File: src/u2l_pkg.sv
// Shared types, constants and decode helpers for the UTF-8 to Latin-1 decoder.
`timescale 1ns / 1ps

package u2l_pkg;

  // Result queue sizing
  localparam int unsigned QDEPTH = 4;
  localparam int unsigned QPTR_W = $clog2(QDEPTH);
  localparam int unsigned QCNT_W = $clog2(QDEPTH + 1);

  // Special triple tracking: nothing, E2, E2 80, E2 82
  localparam logic [1:0] SM_NONE   = 2'd0;
  localparam logic [1:0] SM_E2     = 2'd1;
  localparam logic [1:0] SM_E2_80  = 2'd2;
  localparam logic [1:0] SM_E2_82  = 2'd3;

  localparam logic [7:0] REPL_RESET    = 8'h5F;
  localparam logic [7:0] LEAD_E2       = 8'hE2;
  localparam logic [7:0] CONT_80       = 8'h80;
  localparam logic [7:0] CONT_82       = 8'h82;
  localparam logic [7:0] CONT_9C       = 8'h9C;
  localparam logic [7:0] CONT_9D       = 8'h9D;
  localparam logic [7:0] CONT_99       = 8'h99;
  localparam logic [7:0] CONT_AC       = 8'hAC;
  localparam logic [7:0] CHAR_LDQUO    = 8'h93;
  localparam logic [7:0] CHAR_RDQUO    = 8'h94;
  localparam logic [7:0] CHAR_RSQUO    = 8'h92;
  localparam logic [7:0] CHAR_CURRENCY = 8'hA4;

  localparam int unsigned ACC_W = 31;

  typedef struct packed {
    logic       end_of_text;
    logic       last_in_run;
    logic [7:0] out_char;
  } result_t;

  // Sequence length from the lead byte; zero marks a stray continuation
  function automatic logic [2:0] lead_length(input logic [7:0] b);
    logic [2:0] len;
    priority if (b[7] == 1'b0)       len = 3'd1;
    else if (b[7:6] == 2'b10)        len = 3'd0;
    else if (b[7:5] == 3'b110)       len = 3'd2;
    else if (b[7:4] == 4'b1110)      len = 3'd3;
    else if (b[7:3] == 5'b11110)     len = 3'd4;
    else if (b[7:2] == 6'b111110)    len = 3'd5;
    else                             len = 3'd6;
    return len;
  endfunction

  function automatic logic [7:0] lead_mask(input logic [2:0] len);
    logic [7:0] m;
    unique case (len)
      3'd1:    m = 8'h7F;
      3'd2:    m = 8'h1F;
      3'd3:    m = 8'h0F;
      3'd4:    m = 8'h07;
      3'd5:    m = 8'h03;
      3'd6:    m = 8'h01;
      default: m = 8'h3F;
    endcase
    return m;
  endfunction

  // Values above 255 turn into the replacement character
  function automatic logic [7:0] plain_char(input logic [ACC_W-1:0] acc,
                                            input logic [7:0] repl);
    return (acc[ACC_W-1:8] == '0) ? acc[7:0] : repl;
  endfunction

endpackage

File: src/u2l_out_queue.sv
// Small result queue that takes up to two results per cycle and hands out one.
`timescale 1ns / 1ps

module u2l_out_queue (
  input  logic              clk_i,
  input  logic              rst_ni,
  input  logic [1:0]        push_cnt_i,
  input  u2l_pkg::result_t  push0_i,
  input  u2l_pkg::result_t  push1_i,
  input  logic              pop_i,
  output u2l_pkg::result_t  head_o,
  output logic              not_empty_o,
  output logic              room_o
);

  localparam int unsigned PW = u2l_pkg::QPTR_W;
  localparam int unsigned CW = u2l_pkg::QCNT_W;

  u2l_pkg::result_t mem_q [u2l_pkg::QDEPTH];

  logic [PW-1:0] wr_q, wr_d, rd_q, rd_d;
  logic [CW-1:0] count_q, count_d;

  assign wr_d    = wr_q + PW'(push_cnt_i);
  assign rd_d    = rd_q + PW'(pop_i);
  assign count_d = count_q + CW'(push_cnt_i) - CW'(pop_i);

  assign head_o      = mem_q[rd_q];
  assign not_empty_o = (count_q != '0);
  // Room for the worst case of two results from one request
  assign room_o      = (count_q <= CW'(u2l_pkg::QDEPTH - 2));

  always_ff @(posedge clk_i or negedge rst_ni) begin
    if (!rst_ni) begin
      wr_q    <= '0;
      rd_q    <= '0;
      count_q <= '0;
    end else begin
      wr_q    <= wr_d;
      rd_q    <= rd_d;
      count_q <= count_d;
    end
  end

  always_ff @(posedge clk_i) begin
    if (push_cnt_i != 2'd0) begin
      mem_q[wr_q] <= push0_i;
    end
    if (push_cnt_i == 2'd2) begin
      mem_q[wr_q + PW'(1)] <= push1_i;
    end
  end

  a_count_bound: assert property (@(posedge clk_i) disable iff (!rst_ni)
    count_q <= CW'(u2l_pkg::QDEPTH))
    else $error("result queue count out of range");

  a_no_overflow: assert property (@(posedge clk_i) disable iff (!rst_ni)
    (push_cnt_i != 2'd0) |-> (count_q + CW'(push_cnt_i) <= CW'(u2l_pkg::QDEPTH) + CW'(pop_i)))
    else $error("result queue overflow");

  a_no_underflow: assert property (@(posedge clk_i) disable iff (!rst_ni)
    pop_i |-> (count_q != '0))
    else $error("result queue underflow");

endmodule

File: src/utf8_to_latin1_decoder.sv
// Top level: UTF-8 byte stream in, Latin-1 character stream out.
// Each result is registered in the result queue before it is offered on the master side.
// Throughput: one byte per cycle while the result queue has room; the decode is one pass of logic per byte.
// Bytes that give two results hand out two characters on the master side; the four-entry result
// queue drops s_axis_tready_o while it holds more than two results.
// Reset clears the decode state and the queue; the replacement char resets to 0x5F.
`timescale 1ns / 1ps

module utf8_to_latin1_decoder (
  input  logic       clk_i,
  input  logic       rst_ni,
  // Configuration write: replacement_char
  input  logic       cfg_valid_i,
  output logic       cfg_ready_o,
  input  logic [7:0] cfg_wdata_i,
  // Input bytes
  input  logic       s_axis_tvalid_i,
  output logic       s_axis_tready_o,
  input  logic [7:0] s_axis_tdata_i,   // [7:0] in_byte
  input  logic       s_axis_tlast_i,   // text_end
  // Output characters
  output logic       m_axis_tvalid_o,
  input  logic       m_axis_tready_i,
  output logic [7:0] m_axis_tdata_o,   // [7:0] out_char
  output logic       m_axis_tuser_o,   // last_in_run
  output logic       m_axis_tlast_o    // end_of_text
);

  localparam int unsigned AW = u2l_pkg::ACC_W;

  logic [7:0]    repl_q;
  logic [AW-1:0] acc_q, acc_d;
  logic [2:0]    bl_q, bl_d;
  logic          pend_q, pend_d;
  logic [1:0]    sm_q, sm_d;

  logic [7:0]    in_byte;
  logic          text_end;
  logic          accept;
  logic          take_cont;
  logic [AW-1:0] acc_sh;
  logic [2:0]    bl_dec;
  logic [1:0]    sm_step;
  logic [2:0]    lead_len;
  logic [7:0]    lead_acc;
  logic [2:0]    lead_bl;
  logic [7:0]    cont_char;
  logic [1:0]    n_res;
  logic [1:0]    push_cnt;

  u2l_pkg::result_t res0, res1, head;
  logic q_not_empty, q_room;

  assign in_byte  = s_axis_tdata_i;
  assign text_end = s_axis_tlast_i;
  assign accept   = s_axis_tvalid_i & s_axis_tready_o;

  assign cfg_ready_o     = 1'b1;
  assign s_axis_tready_o = q_room;

  always_ff @(posedge clk_i or negedge rst_ni) begin
    if (!rst_ni) begin
      repl_q <= u2l_pkg::REPL_RESET;
    end else if (cfg_valid_i && cfg_ready_o) begin
      repl_q <= cfg_wdata_i;
    end
  end

  assign take_cont = pend_q && (in_byte[7:6] == 2'b10);
  assign acc_sh    = {acc_q[AW-7:0], in_byte[5:0]};
  assign bl_dec    = bl_q - 3'd1;
  assign lead_len  = u2l_pkg::lead_length(in_byte);
  assign lead_acc  = in_byte & u2l_pkg::lead_mask(lead_len);
  assign lead_bl   = (lead_len == 3'd0) ? 3'd4 : lead_len - 3'd1;

  always_comb begin
    sm_step = u2l_pkg::SM_NONE;
    if (sm_q == u2l_pkg::SM_E2) begin
      if (in_byte == u2l_pkg::CONT_80)      sm_step = u2l_pkg::SM_E2_80;
      else if (in_byte == u2l_pkg::CONT_82) sm_step = u2l_pkg::SM_E2_82;
      else                                  sm_step = u2l_pkg::SM_NONE;
    end
  end

  // Complete special triples override the plain value
  always_comb begin
    priority if (sm_q == u2l_pkg::SM_E2_80 && in_byte == u2l_pkg::CONT_9C)
      cont_char = u2l_pkg::CHAR_LDQUO;
    else if (sm_q == u2l_pkg::SM_E2_80 && in_byte == u2l_pkg::CONT_9D)
      cont_char = u2l_pkg::CHAR_RDQUO;
    else if (sm_q == u2l_pkg::SM_E2_80 && in_byte == u2l_pkg::CONT_99)
      cont_char = u2l_pkg::CHAR_RSQUO;
    else if (sm_q == u2l_pkg::SM_E2_82 && in_byte == u2l_pkg::CONT_AC)
      cont_char = u2l_pkg::CHAR_CURRENCY;
    else
      cont_char = u2l_pkg::plain_char(acc_sh, repl_q);
  end

  always_comb begin
    acc_d  = acc_q;
    bl_d   = bl_q;
    pend_d = pend_q;
    sm_d   = sm_q;
    res0   = '0;
    res1   = '0;
    n_res  = 2'd0;
    if (take_cont) begin
      acc_d  = acc_sh;
      bl_d   = bl_dec;
      sm_d   = sm_step;
      pend_d = 1'b1;
      if (bl_dec == 3'd0) begin
        res0.out_char = cont_char;
        n_res         = 2'd1;
        acc_d         = '0;
        pend_d        = 1'b0;
        sm_d          = u2l_pkg::SM_NONE;
      end else if (text_end) begin
        res0.out_char = u2l_pkg::plain_char(acc_sh, repl_q);
        n_res         = 2'd1;
      end
    end else begin
      // Close the pending character, then start a new one from this lead
      if (pend_q) begin
        res0.out_char = u2l_pkg::plain_char(acc_q, repl_q);
        n_res         = 2'd1;
      end
      acc_d  = AW'(lead_acc);
      bl_d   = lead_bl;
      pend_d = 1'b1;
      sm_d   = (in_byte == u2l_pkg::LEAD_E2) ? u2l_pkg::SM_E2 : u2l_pkg::SM_NONE;
      if (lead_bl == 3'd0 || text_end) begin
        if (n_res == 2'd0) begin
          res0.out_char = lead_acc;
        end else begin
          res1.out_char = lead_acc;
        end
        n_res = n_res + 2'd1;
        if (lead_bl == 3'd0) begin
          acc_d  = '0;
          pend_d = 1'b0;
          sm_d   = u2l_pkg::SM_NONE;
        end
      end
    end
    if (text_end) begin
      acc_d  = '0;
      bl_d   = 3'd0;
      pend_d = 1'b0;
      sm_d   = u2l_pkg::SM_NONE;
    end
    // Tag the final result of this request
    if (n_res == 2'd1) begin
      res0.last_in_run = 1'b1;
      res0.end_of_text = text_end;
    end else if (n_res == 2'd2) begin
      res1.last_in_run = 1'b1;
      res1.end_of_text = text_end;
    end
  end

  assign push_cnt = accept ? n_res : 2'd0;

  always_ff @(posedge clk_i or negedge rst_ni) begin
    if (!rst_ni) begin
      acc_q  <= '0;
      bl_q   <= 3'd0;
      pend_q <= 1'b0;
      sm_q   <= u2l_pkg::SM_NONE;
    end else if (accept) begin
      acc_q  <= acc_d;
      bl_q   <= bl_d;
      pend_q <= pend_d;
      sm_q   <= sm_d;
    end
  end

  u2l_out_queue u_out_queue (
    .clk_i       (clk_i),
    .rst_ni      (rst_ni),
    .push_cnt_i  (push_cnt),
    .push0_i     (res0),
    .push1_i     (res1),
    .pop_i       (m_axis_tvalid_o & m_axis_tready_i),
    .head_o      (head),
    .not_empty_o (q_not_empty),
    .room_o      (q_room)
  );

  assign m_axis_tvalid_o = q_not_empty;
  assign m_axis_tdata_o  = head.out_char;
  assign m_axis_tuser_o  = head.last_in_run;
  assign m_axis_tlast_o  = head.end_of_text;

  a_pend_matches_count: assert property (@(posedge clk_i) disable iff (!rst_ni)
    pend_q == (bl_q != 3'd0))
    else $error("pending flag disagrees with remaining byte count");

  a_end_clears: assert property (@(posedge clk_i) disable iff (!rst_ni)
    (accept && text_end) |=> (!pend_q && acc_q == '0 && sm_q == u2l_pkg::SM_NONE))
    else $error("decode state not cleared after end of text");

  a_end_gives_result: assert property (@(posedge clk_i) disable iff (!rst_ni)
    (accept && text_end) |=> m_axis_tvalid_o)
    else $error("end of text produced no result");

endmodule

File: config.mk
export PLATFORM = sky130hd
export DESIGN_NAME = utf8_to_latin1_decoder
export DESIGN_NICKNAME = d
export VERILOG_FILES = /design/src/u2l_pkg.sv /design/src/u2l_out_queue.sv /design/src/utf8_to_latin1_decoder.sv
export SDC_FILE = /design/constraint.sdc
export NUM_CORES = 1
export LEC_CHECK = 0
export ABC_AREA = 1
export BUFFER_PORTS_ARGS = -buffer_cell sky130_fd_sc_hd__buf_2
export CAP_MARGIN = 0
export CORE_MARGIN = 2
export CORE_UTILIZATION = 25
export CTS_CLUSTER_SIZE = 24
export DETAILED_ROUTE_END_ITERATION = 10
export HOLD_SLACK_MARGIN = 0.06
export PLACE_DENSITY = 0.47
export SYNTH_ARGS = -nofsm -noshare
export SYNTH_HDL_FRONTEND = slang
export SYNTH_SLANG_ARGS = --single-unit
File: constraint.sdc
create_clock -name clk_i -period 3.4 [get_ports clk_i]
set_clock_uncertainty 0.2 [all_clocks]
set_input_delay 0.34 -clock clk_i [delete_from_list [all_inputs] [get_ports clk_i]]
set_output_delay 0.34 -clock clk_i [all_outputs]
set_load 0.02 [all_outputs]
* Word-level counts from Yosys, hierarchy flattened *
Memories as Yosys holds them, arrays and structs flattened.
Index checks and enable logic that the tools add are counted.

cells by class
  bitwise logic cells = 3
  reduce and logical (&&, ||, !) cells = 14
  $lt $le $gt $ge = 1
  $add $sub $neg = 8
  muxes and demuxes = 58
  equal/unequal tests = 24

operators with widths
  operator                                                                number
  8-bit two-way mux                                                       17
  31-bit two-way mux                                                      3
  8-bit equality test (second input constant)                             7
  23-bit logical NOT                                                      2
  7-bit one-hot mux with 6 select lines                                   1
  2-bit two-way mux                                                       15
  3-bit two-way mux                                                       7
  1-bit two-way mux                                                       15
  3-bit equality test (second input constant)                             4
  2-bit equality test (second input constant)                             5
  3-bit logical NOT                                                       3
  8-bit bitwise AND                                                       1
  3-bit by 2-bit equality test with 1-bit output (second input constant)  2
  6-bit equality test (second input constant)                             1
  3-bit by 1-bit subtractor with 3-bit output (second input constant)     2
  5-bit equality test (second input constant)                             1
  1-bit logical AND                                                       5
  2-bit by 1-bit adder with 2-bit output (second input constant)          2
  2-bit by 1-bit equality test with 1-bit output (second input constant)  2
  4-bit equality test (second input constant)                             1
  3-bit by 2-bit adder with 3-bit output                                  1
  3-bit by 1-bit equality test with 1-bit output (second input constant)  1
  3-bit by 2-bit <= comparator with 1-bit output (second input constant)  1
  3-bit nonzero test                                                      1
  7 further kinds                                                         8

storage, ports and cells
  memories = 1
  register bits after elaboration = 52
  output and inout port bits = 13
  input bits = 22
  bits in writable memories = 40

memories
  name               depth  width  rd ports  clocked after Yosys merged registers in  write ports  RTL line             RTL
  u_out_queue.mem_q  4      10     1         0                                        2            u2l_out_queue.sv:19  u2l_pkg::result_t mem_q [u2l_pkg::QDEPTH];

* Longest topological paths before layout *
Gate-level depths: netlist of the first run.

  depth after elaboration = 17
  depth in mapped cells = 20
  mapped depth without buffers = 20

* Cells and area by module *
Synthesis of the first run repeated with hierarchy kept, for this count alone.

second synthesis, totals
  cells, all modules = 761
  area total of the unflattened synthesis = 5746.8 um2

by module, submodules not included
  module                  times used  area an instance (um2)  cells an instance
  utf8_to_latin1_decoder  1           3091.7                  425
  u2l_out_queue           1           2655.0                  336

* Worst setup path before layout of the first run *
OpenSTA, ideal clock, no wires.

  kind = input-to-reg
  start point = in s_axis_tdata_i[5]
  end point = reg u_out_queue.count_q[2]
  data required time = 3.071 ns
  path slack = 0.156 ns
  data arrival time = 2.916 ns
  library setup time = 0.129 ns
  stages on the path = 18
  buffers on the path = 0
  cell sequence = inv_1 -> nor2_1 -> nand2_1 -> nand3_1 -> a41oi_1 -> ha_1 -> inv_1 -> nor2_1 -> nand2_2 -> nand2_4 -> ha_1 -> nand2_1 -> nor2_2 -> inv_2 -> ha_1 -> fa_1 -> xnor2_1 -> xor2_1

between the ends
  longest elaborated chain between the ends = 16
  elaborated cells between the ends (all ways) = 20

RTL lines
  item                                                                              RTL line                       RTL
  start, declared                                                                   utf8_to_latin1_decoder.sv:19   input logic [7:0] s_axis_tdata_i,
  6-bit equality test                                                               u2l_pkg.sv:46                  else if (b[7:2] == 6'b111110) len = 3'd5;
  2-bit two-way mux                                                                 u2l_pkg.sv:46
  2-bit two-way mux                                                                 u2l_pkg.sv:45                  else if (b[7:3] == 5'b11110) len = 3'd4;
  3-bit two-way mux                                                                 u2l_pkg.sv:44                  else if (b[7:4] == 4'b1110) len = 3'd3;
  3-bit two-way mux (*)                                                             u2l_pkg.sv:43                  else if (b[7:5] == 3'b110) len = 3'd2;
  3-bit two-way mux (*)                                                             u2l_pkg.sv:42                  else if (b[7:6] == 2'b10) len = 3'd0;
  3-bit two-way mux (*)                                                             u2l_pkg.sv:41                  priority if (b[7] == 1'b0) len = 3'd1;
  3-bit by 1-bit subtractor with 3-bit output or 3-bit logical NOT (tied branches)  utf8_to_latin1_decoder.sv:74   assign lead_bl = (lead_len == 3'd0) ? 3'd4 : lead_len - 3'd1;
  3-bit two-way mux (*)                                                             utf8_to_latin1_decoder.sv:74
  3-bit logical NOT (*)                                                             utf8_to_latin1_decoder.sv:132  if (lead_bl == 3'd0 || text_end) begin
  1-bit logical OR (*)                                                              utf8_to_latin1_decoder.sv:132
  2-bit two-way mux (*)                                                             utf8_to_latin1_decoder.sv:132
  2-bit two-way mux (*)                                                             utf8_to_latin1_decoder.sv:107  if (take_cont) begin
  2-bit two-way mux (*)                                                             utf8_to_latin1_decoder.sv:162  assign push_cnt = accept ? n_res : 2'd0;
  3-bit by 2-bit adder with 3-bit output (*)                                        u2l_out_queue.sv:26            assign count_d = count_q + CW'(push_cnt_i) - CW'(pop_i);
  3-bit by 1-bit subtractor with 3-bit output (*)                                   u2l_out_queue.sv:26
  net u_out_queue.count_d[2]                                                        u2l_out_queue.sv:22            logic [CW-1:0] count_q, count_d;
  end signal, assigned                                                              u2l_out_queue.sv:41            count_q <= count_d;
  end, declared                                                                     u2l_out_queue.sv:22

Mark *: on every way through the listed nets, which the timed path passes. The rest lies on a longest branch.
A chain may end at the register's enable or synchronous reset.

* Worst setup path after layout of the first run *
  start point = in s_axis_tdata_i[4]
  end point = reg u_out_queue.count_q[2]

between the ends
  longest elaborated chain between the ends = 16
  elaborated cells between the ends (all ways) = 19

RTL lines
  item                                                                              RTL line
  6-bit equality test                                                               u2l_pkg.sv:46
  2-bit two-way mux                                                                 u2l_pkg.sv:46
  2-bit two-way mux                                                                 u2l_pkg.sv:45
  3-bit two-way mux (*)                                                             u2l_pkg.sv:44
  3-bit two-way mux (*)                                                             u2l_pkg.sv:43
  3-bit two-way mux (*)                                                             u2l_pkg.sv:42
  3-bit two-way mux (*)                                                             u2l_pkg.sv:41
  3-bit by 1-bit subtractor with 3-bit output or 3-bit logical NOT (tied branches)  utf8_to_latin1_decoder.sv:74
  3-bit two-way mux (*)                                                             utf8_to_latin1_decoder.sv:74
  3-bit logical NOT (*)                                                             utf8_to_latin1_decoder.sv:132
  1-bit logical OR (*)                                                              utf8_to_latin1_decoder.sv:132
  2-bit two-way mux (*)                                                             utf8_to_latin1_decoder.sv:132
  2-bit two-way mux (*)                                                             utf8_to_latin1_decoder.sv:107
  2-bit two-way mux (*)                                                             utf8_to_latin1_decoder.sv:162
  3-bit by 2-bit adder with 3-bit output (*)                                        u2l_out_queue.sv:26
  3-bit by 1-bit subtractor with 3-bit output (*)                                   u2l_out_queue.sv:26
  net u_out_queue.count_d[2]                                                        u2l_out_queue.sv:22

Marked as above.

==> results of run 1 <==
-- per-stage QoR --
step	worst slack [ns]	cell area [um^2]	hold WS (ns)	util, %
after floorplan	0.156	5320	-0.156	-
after global placement	0.0602	5940	0.229	28.3
after detailed placement	0.0272	5940	0.227	28.3
after CTS	0.401	6350	0.105	30.3
after global routing	0.153	6350	0.156	30.3
final	0.433	6350	0.111	30.3
-- metal layers --
layer | share of wire [%] | GRT usage (%)
met5 | 0 | 0
met4 | 1.8 | 4.58
met3 | 4.4 | 2.74
met2 | 44 | 21.8
met1 | 49 | 19.4
-- registers in the layout, indices dropped and copies added, names as in the netlist --
name	cells
u_out_queue.rd_q	2
repl_q	8
bl_q	3
sm_q	2
u_out_queue.wr_q	2
acc_q	31
pend_q	1
u_out_queue.count_q	3
u_out_queue.mem_q	40
-- report_power, final --
part           internal, uW  switching [uW]  total, uW
Sequential             1360             140       1500
Combinational           562            1240       1810
Clock                   650             477       1130
Total                  2570            1860       4430
-- cell type report --
class	count	area (um^2)	area share, %
clock inverters	7	98.8	1.56
repair buffers	69	458	7.21
well taps	275	344	5.41
multi-input cells	478	2450	38.5
flip-flops and latches	92	2470	38.9
inverters	82	310	4.88
clock buffers	9	225	3.54
-- worst max-delay path, stage by stage --
cell and delay, ns:
buf_2 0.15, nand2_1 0.11, nor2_4 0.11, nand2_2 0.07
a41oi_1 0.20, ha_1 0.27, inv_1 0.06, nor2_1 0.04
nand2_2 0.09, nand2_4 0.06, ha_1 0.27, inv_1 0.06
o21ai_4 0.17, nand2_4 0.07, inv_1 0.09, ha_1 0.14
inv_1 0.04, fa_1 0.37, xnor2_1 0.14, xor2_1 0.14
-- kinds of logic (layout without fill, tap and decap cells) --
logic type / count (synthesis) / count (layout) / synth area share [%]
compound gates: 118 / 118 / 13.2
xor+xnor: 6 / 6 / 0.988
fa+ha+maj: 10 / 10 / 2.49
buf+inv: 102 / 167 / 7.55
flops: 92 / 92 / 46.4
other cells: 1 / 1 / 0.0705
simple gates: 343 / 343 / 29.2
-- cells in the final DEF, fill, tap and decap left out, types with 3 or more instances in the layout --
master / synthesis / final
nand4_1: 9 / 9
buf_2: 4 / 33
a21oi_1: 12 / 12
nand3_2: 4 / 4
nor2_2: 8 / 8
nor2_4: 3 / 3
dlygate4sd3_1: 0 / 9
nand2_1: 207 / 207
nand3_1: 35 / 35
o21ai_1: 6 / 6
dfxtp_1: 4 / 4
clkbuf_16: 0 / 9
nor2_1: 56 / 56
o22ai_1: 32 / 32
buf_4: 1 / 27
nor2_8: 3 / 3
dfrtp_1: 46 / 46
o21ai_0: 44 / 44
inv_2: 5 / 5
o31ai_1: 13 / 13
edfxtp_1: 36 / 36
xor2_1: 5 / 5
inv_1: 75 / 75
nand2_4: 6 / 6
ha_1: 9 / 9
dfstp_2: 6 / 6
nand2_2: 6 / 6
o211ai_1: 5 / 5
-- how the worst min path moves through the flow --
stage          slack (ns)  depth (start not counted)        end
6_report             0.11                          3  repl_q[4]
5_1_grt              0.16                          3  repl_q[0]
4_1_cts              0.10                          3  repl_q[4]
3_5_place_dp         0.23                          1  acc_q[14]
3_3_place_gp         0.23                          1  acc_q[21]
2_1_floorplan       -0.16                          0   acc_q[0]
==> impl_results.md, run 1 <==
- Die area: 22500 um^2
- Overall routing resource usage: ~14%
- CP startpoint kind: input pin
- Drt wl/cell: 14.7 um
- Max Root-Sink Buffers: 2
- Count leader, synth: nand2_1
- Status: finished, final reports clean
- Proportion of layout cells with a drive suffix above 1: 16.3%
- Fin nets: 764
- Cell count of the worst reg-to-reg path: 13
- EDFF count, synth: 36
- Fin crit period: between 2 and 3 ns
- Final std cells w/o fill: between 1000 and 1500
- Lkg Pwr: 0.00300 uW
- Largest net degree at the start of global routing: 30
- Share of the synthesized area in the top cell type: 21.6%
- Setup TNS: 0 ns
- RSZ-0062 raised after global routing: false
- Die extent in x: 150 um
- Synth cell count leaders: 207 x nand2_1, 75 x inv_1, 56 x nor2_1
- Filler cell count: 2351
- Root buf cell: clkbuf_16
- Mapped cell area: 5320 um^2
- CTS Buf Count: 9
- Critical path type: input pin to register
- Core area: around 21000 um^2
- Post-DP HPWL: 11.0 mm
- Type of the worst min-delay path: input pin to register
- Worst skew pair latency: 0.36 ns
- Mapped Cells: 672
- # diodes: 0
- Yosys reg bits: 92
- Slew HR: a little over half
- Max Cap Viol: 0
- Drt drc: 0
- Vert. Die Dim: about 150 um
- Reg-to-reg slack, setup: 0.71 ns
- Worst-path clk slew: 0.07 ns
- Endpoints failing setup: 0
- Worst Path Arrival: 3.01 ns
- Dominant cell type by area after synthesis: dfrtp_1
- Synth Net Count: about 700
- Placed insts: just under 1000
- Worst Path Required: ~3.4 ns
- Post-synthesis cell type count: 43
- CTS tree: yes
- Ranking of synthesized cells by area: dfrtp_1 22%, edfxtp_1 20%, nand2_1 15%, inv_1 5.3%, o21ai_0 4.1%
- Synthesized area per cell: 7.92 um^2
- Worst flop-to-flop path endpoint: u_out_queue.mem_q[3][8]
- Final worst path period share: 87.3%
- Number of H-tree levels: 3
- PortBufs: 33
- Hold Path Origin: cfg_valid_i
- Area added between synthesis and finish: 19.4%
- Crit path launch: s_axis_tdata_i[4]
- Post-CTS Setup Bufs: 0
- Crit end category: register
- Starting DRT DRC Count: 374
- Global-route wire length before repair: 24.3 mm
- Initial antenna violation count: 0
- Post-CTS sizing: 0
- Vias in the first global route: 4581
- Initial core utilization: about 25%
- I/O Pins: 35
- GRT Residual Overflow: 0
- Post-route ant nets: 0
- CP max FO: 6
- Pins over their slew limit: 0
- # clock sinks: 92
- Row Count: 53
- Critical Path End: u_out_queue.count_q[2]
- DRT Pass-1 Iters: 5
- Pwr dens: 697 nW/um^2
- Final Hold Viols: 0
- Worst-Margin Slew: 0.677 ns
- Worst vdd ir: 0.248 mV
- Via count: 4632
- Register area share after synthesis: 46.4%
- Number of synthesis warnings: 0
- GPL Wtd Cong: 0.867
- Reg-to-reg critical path startpoint: bl_q[0]
- Synth async-reset ratio: 56.5%
- Fmax: 0.337 GHz
- Routed WL: roughly 15 mm
- Overall Power: 4430 uW
- Vias per cell: ~4.6
- Post-CTS Hold Buffers: 9
- Top FF cell, synth: dfrtp_1
Note: power is estimated with default switching activity, not from simulation.
==> run 2, diff against run 1 <==
- CORE_ASPECT_RATIO: unset -> 0.9
- CORE_UTILIZATION: 25 -> 42
- GPL_TIMING_DRIVEN: unset -> 0
- PLACE_DENSITY: 0.47 -> 0.66
==> impl_results.md, run 2 (synthesis gave the netlist of run 1 again) <==
- Status: finished, final reports clean
- Worst-path cell chain: buf_2, nand2_2, inv_1, nand2_1, nand3_1, a41oi_1, ha_1, inv_1, nor2_1, nand2_2, nand2_4, ha_1, nand2_1, nor2_2, inv_2, ha_1, fa_1, xnor2_1, xor2_1
- Row Count: 38 (-28%)
- Final worst path period share: 94.3% (+7.1 points)
- RSZ-0062 raised after global routing: false
- Proportion of layout cells with a drive suffix above 1: 14.2% (-2.1 points)
- DRT Pass-1 Iters: 6 (+1)
- Max reg flops: 40 (unchanged)
- Critical Path End: u_out_queue.count_q[2]
- Vias per cell: 5.38 (+18%)
- Highest Signal Layer: met4
- CTS tree: yes
- Commonest cells after routing, fill and taps aside: 207 x nand2_1, 74 x inv_1, 54 x nor2_1, 46 x dfrtp_1, 44 x o21ai_0
- CP startpoint kind: input pin
- Endpoints failing setup: 0 (unchanged)
- Cell count of the worst reg-to-reg path: 15 (+2)
- Worst skew pair latency: 0.35 ns (about the same)
- Root buf cell: clkbuf_16
- Post-DP HPWL: 10.5 mm (-4.8%)
- Starting DRT DRC Count: 479 (+28%)
- Area added between synthesis and finish: 15.6%
- Worst-path clk slew: 0.06 ns (about the same)
- Global-route wire length before repair: 22.7 mm (-6.4%)
- Via count: 4835 (+4.4%)
- Pins over their slew limit: 0 (unchanged)
- Bufs and invs on worst path: 4 (-1)
- Drt wl/cell: 15.4 um (+4.6%)
- Drt drc: 0 (unchanged)
- Fin nets: 766 (+0.26%)
- Filler cell count: 1159 (-51%)
- Vias in the first global route: 4688 (+2.3%)
- Number of H-tree levels: 3 (unchanged)
- Worst-Margin Slew: 1.22 ns (+0.544 ns)
- PortBufs: 33 (unchanged)
- Overall routing resource usage: 21.2% (+7.2 points)
- Largest net degree at the start of global routing: 53 (+77%)
- Worst Path Required: 3.47 ns (+0.03 ns)
- Worst path depth: 19 (-5.0%)
- Pwr dens: 696 nW/um^2 (-0.27%)
- Reg-to-reg slack, setup: 0.66 ns (-0.05 ns)
- Wire length on met3: 827 um (+26%)
- Lkg Pwr: 0.00294 uW (-2.0%)
- Vert. Die Dim: 111 um (-26%)
- Type of the worst min-delay path: input pin to asynchronous set/reset pin
- # clock sinks: 92 (unchanged)
- Final Core Density: 50.3% (+20 points)
- Placed Area: 5690 um^2 (-4.3%)
- Final Hold Viols: 0 (unchanged)
- Reg-to-reg critical path startpoint: bl_q[0]
- Biggest regs: u_out_queue.mem_q x40, acc_q x31, repl_q x8
- Die extent in x: 123 um (-18%)
- Final instance area: 6150 um^2 (-3.2%)
- Initial antenna violation count: 0 (unchanged)
- Fmax: 0.312 GHz (-7.5%)
- Initial core utilization: 43.5% (+18 points)
- Fin crit period: 3.21 ns (+0.241 ns)
- # diodes: 0 (unchanged)
- Max Root-Sink Buffers: 2 (unchanged)
- Critical path type: input pin to register
- Die area: 13600 um^2 (-40%)
- Crit-path max cell delay: 0.44 ns (+0.07 ns)
- Slowest-stage cell, CP: fa_1
- GRT Residual Overflow: 0 (unchanged)
- Worst vdd ir: 0.270 mV (+9.1%)
- Slew HR: 18.6% (-36 points)
- I/O Pins: 35 (unchanged)
- Max Cap Viol: 0 (unchanged)
- Post-route ant nets: 0 (unchanged)
- Crit path launch: s_axis_tdata_i[7]
- GPL Wtd Cong: 0.882 (+1.7%)
- Largest register by flop count: u_out_queue.mem_q
- Hold_ws: 0.0531 ns (-0.0581 ns)
- Overall Power: 4280 uW (-3.4%)
- Routed WL: 13.9 mm (-7.0%)
- Cell family contributing the most delay on the critical path: adder cells
- Setup TNS: 0 ns (unchanged)
- Most frequent CP cell: ha_1
- Worst Path Arrival: 3.28 ns (+0.27 ns)
- CP max FO: 7 (+1)
- Met2 wire len: 6.57 mm (-1.1%)
- Worst flop-to-flop path endpoint: u_out_queue.count_q[2]
- Crit end category: register
- Core area: 12200 um^2 (-42%)
- CTS Buf Count: 9 (unchanged)
- Commonest non-fill, non-tap cell in the layout: nand2_1
- Met1 WL: 6.21 mm (-16%)
[run 2: cell count changes in the layout (fill, tap and decap cells not counted), sizes merged]
cell / change
dlygate4sd3: +5
clkbuf: +18
bufinv: -2
buf: -17
inv: -2
[run 2: routing by layer]
| layer | vias to the layer above | GRT usage (%) |
|---|---|---|
| met3 | 25 | 3.34 |
| met4 | 0 | 6.05 |
| met1 | 2275 | 28.5 |
| met2 | 200 | 35.1 |
| met5 | - | 0 |
| li1 | 2335 | - |
[run 2: per-stage QoR]
step	std cells	setup slack (ns)
after floorplan	672	0.156
after global placement	865	-0.239
after detailed placement	865	-0.318
after CTS	895	0.0495
after global routing	899	0.0459
final	899	0.193
[run 2: final cells by class]
type / instances / area, um^2 / area share, %
flip-flops and latches: 92 / 2470 / 40.1
multi-input cells: 478 / 2450 / 39.9
repair buffers: 51 / 335 / 5.45
inverters: 82 / 310 / 5.04
clock buffers: 13 / 272 / 4.41
well taps: 160 / 200 / 3.25
plain buffers: 20 / 91.3 / 1.48
clock inverters: 3 / 20.0 / 0.325
[run 2: power breakdown]
| group | leakage (uW) | switching (uW) | internal (uW) |
|---|---|---|---|
| combinational | 0.00175 | 1270 | 553 |
| clock | 0.000137 | 411 | 559 |
| sequential | 0.00105 | 125 | 1360 |
| total | 0.00294 | 1800 | 2480 |
[run 2: worst min-delay path by stage]
| stage | depth (start not counted) | startpoint | endpoint | slack [ns] |
|---|---|---|---|---|
| after floorplan | 0 | rst_ni | acc_q[0] | -0.16 |
| after global placement | 2 | u_out_queue.mem_q[1][7] | u_out_queue.mem_q[1][7] | 0.27 |
| after detailed placement | 2 | acc_q[30] | acc_q[30] | 0.28 |
| after CTS | 1 | rst_ni | repl_q[7] | 0.1 |
| after global routing | 1 | rst_ni | bl_q[1] | 0.16 |
| final | 1 | rst_ni | repl_q[5] | 0.05 |
[run 2: worst register-to-register path: cells and delay by family (launching register included)]
| family | cells | cell delay [ns] |
|---|---|---|
| adder cells (fa/ha/maj) | 3 | 0.72 |
| XOR/XNOR | 3 | 0.52 |
| AND/OR/NAND/NOR | 4 | 0.50 |
| flip-flops | 1 | 0.37 |
| buffers and inverters | 4 | 0.26 |
| AO/OA/AOI/OAI | 1 | 0.11 |
[run 2: what timing repair did]
item                                    4_1_cts  5_1_grt
endpoints found under the hold margin         8        0
buffers inserted                              0        4
endpoints found under the setup margin        0       37
gates resized for setup                       0        3
hold buffers                                 14        0
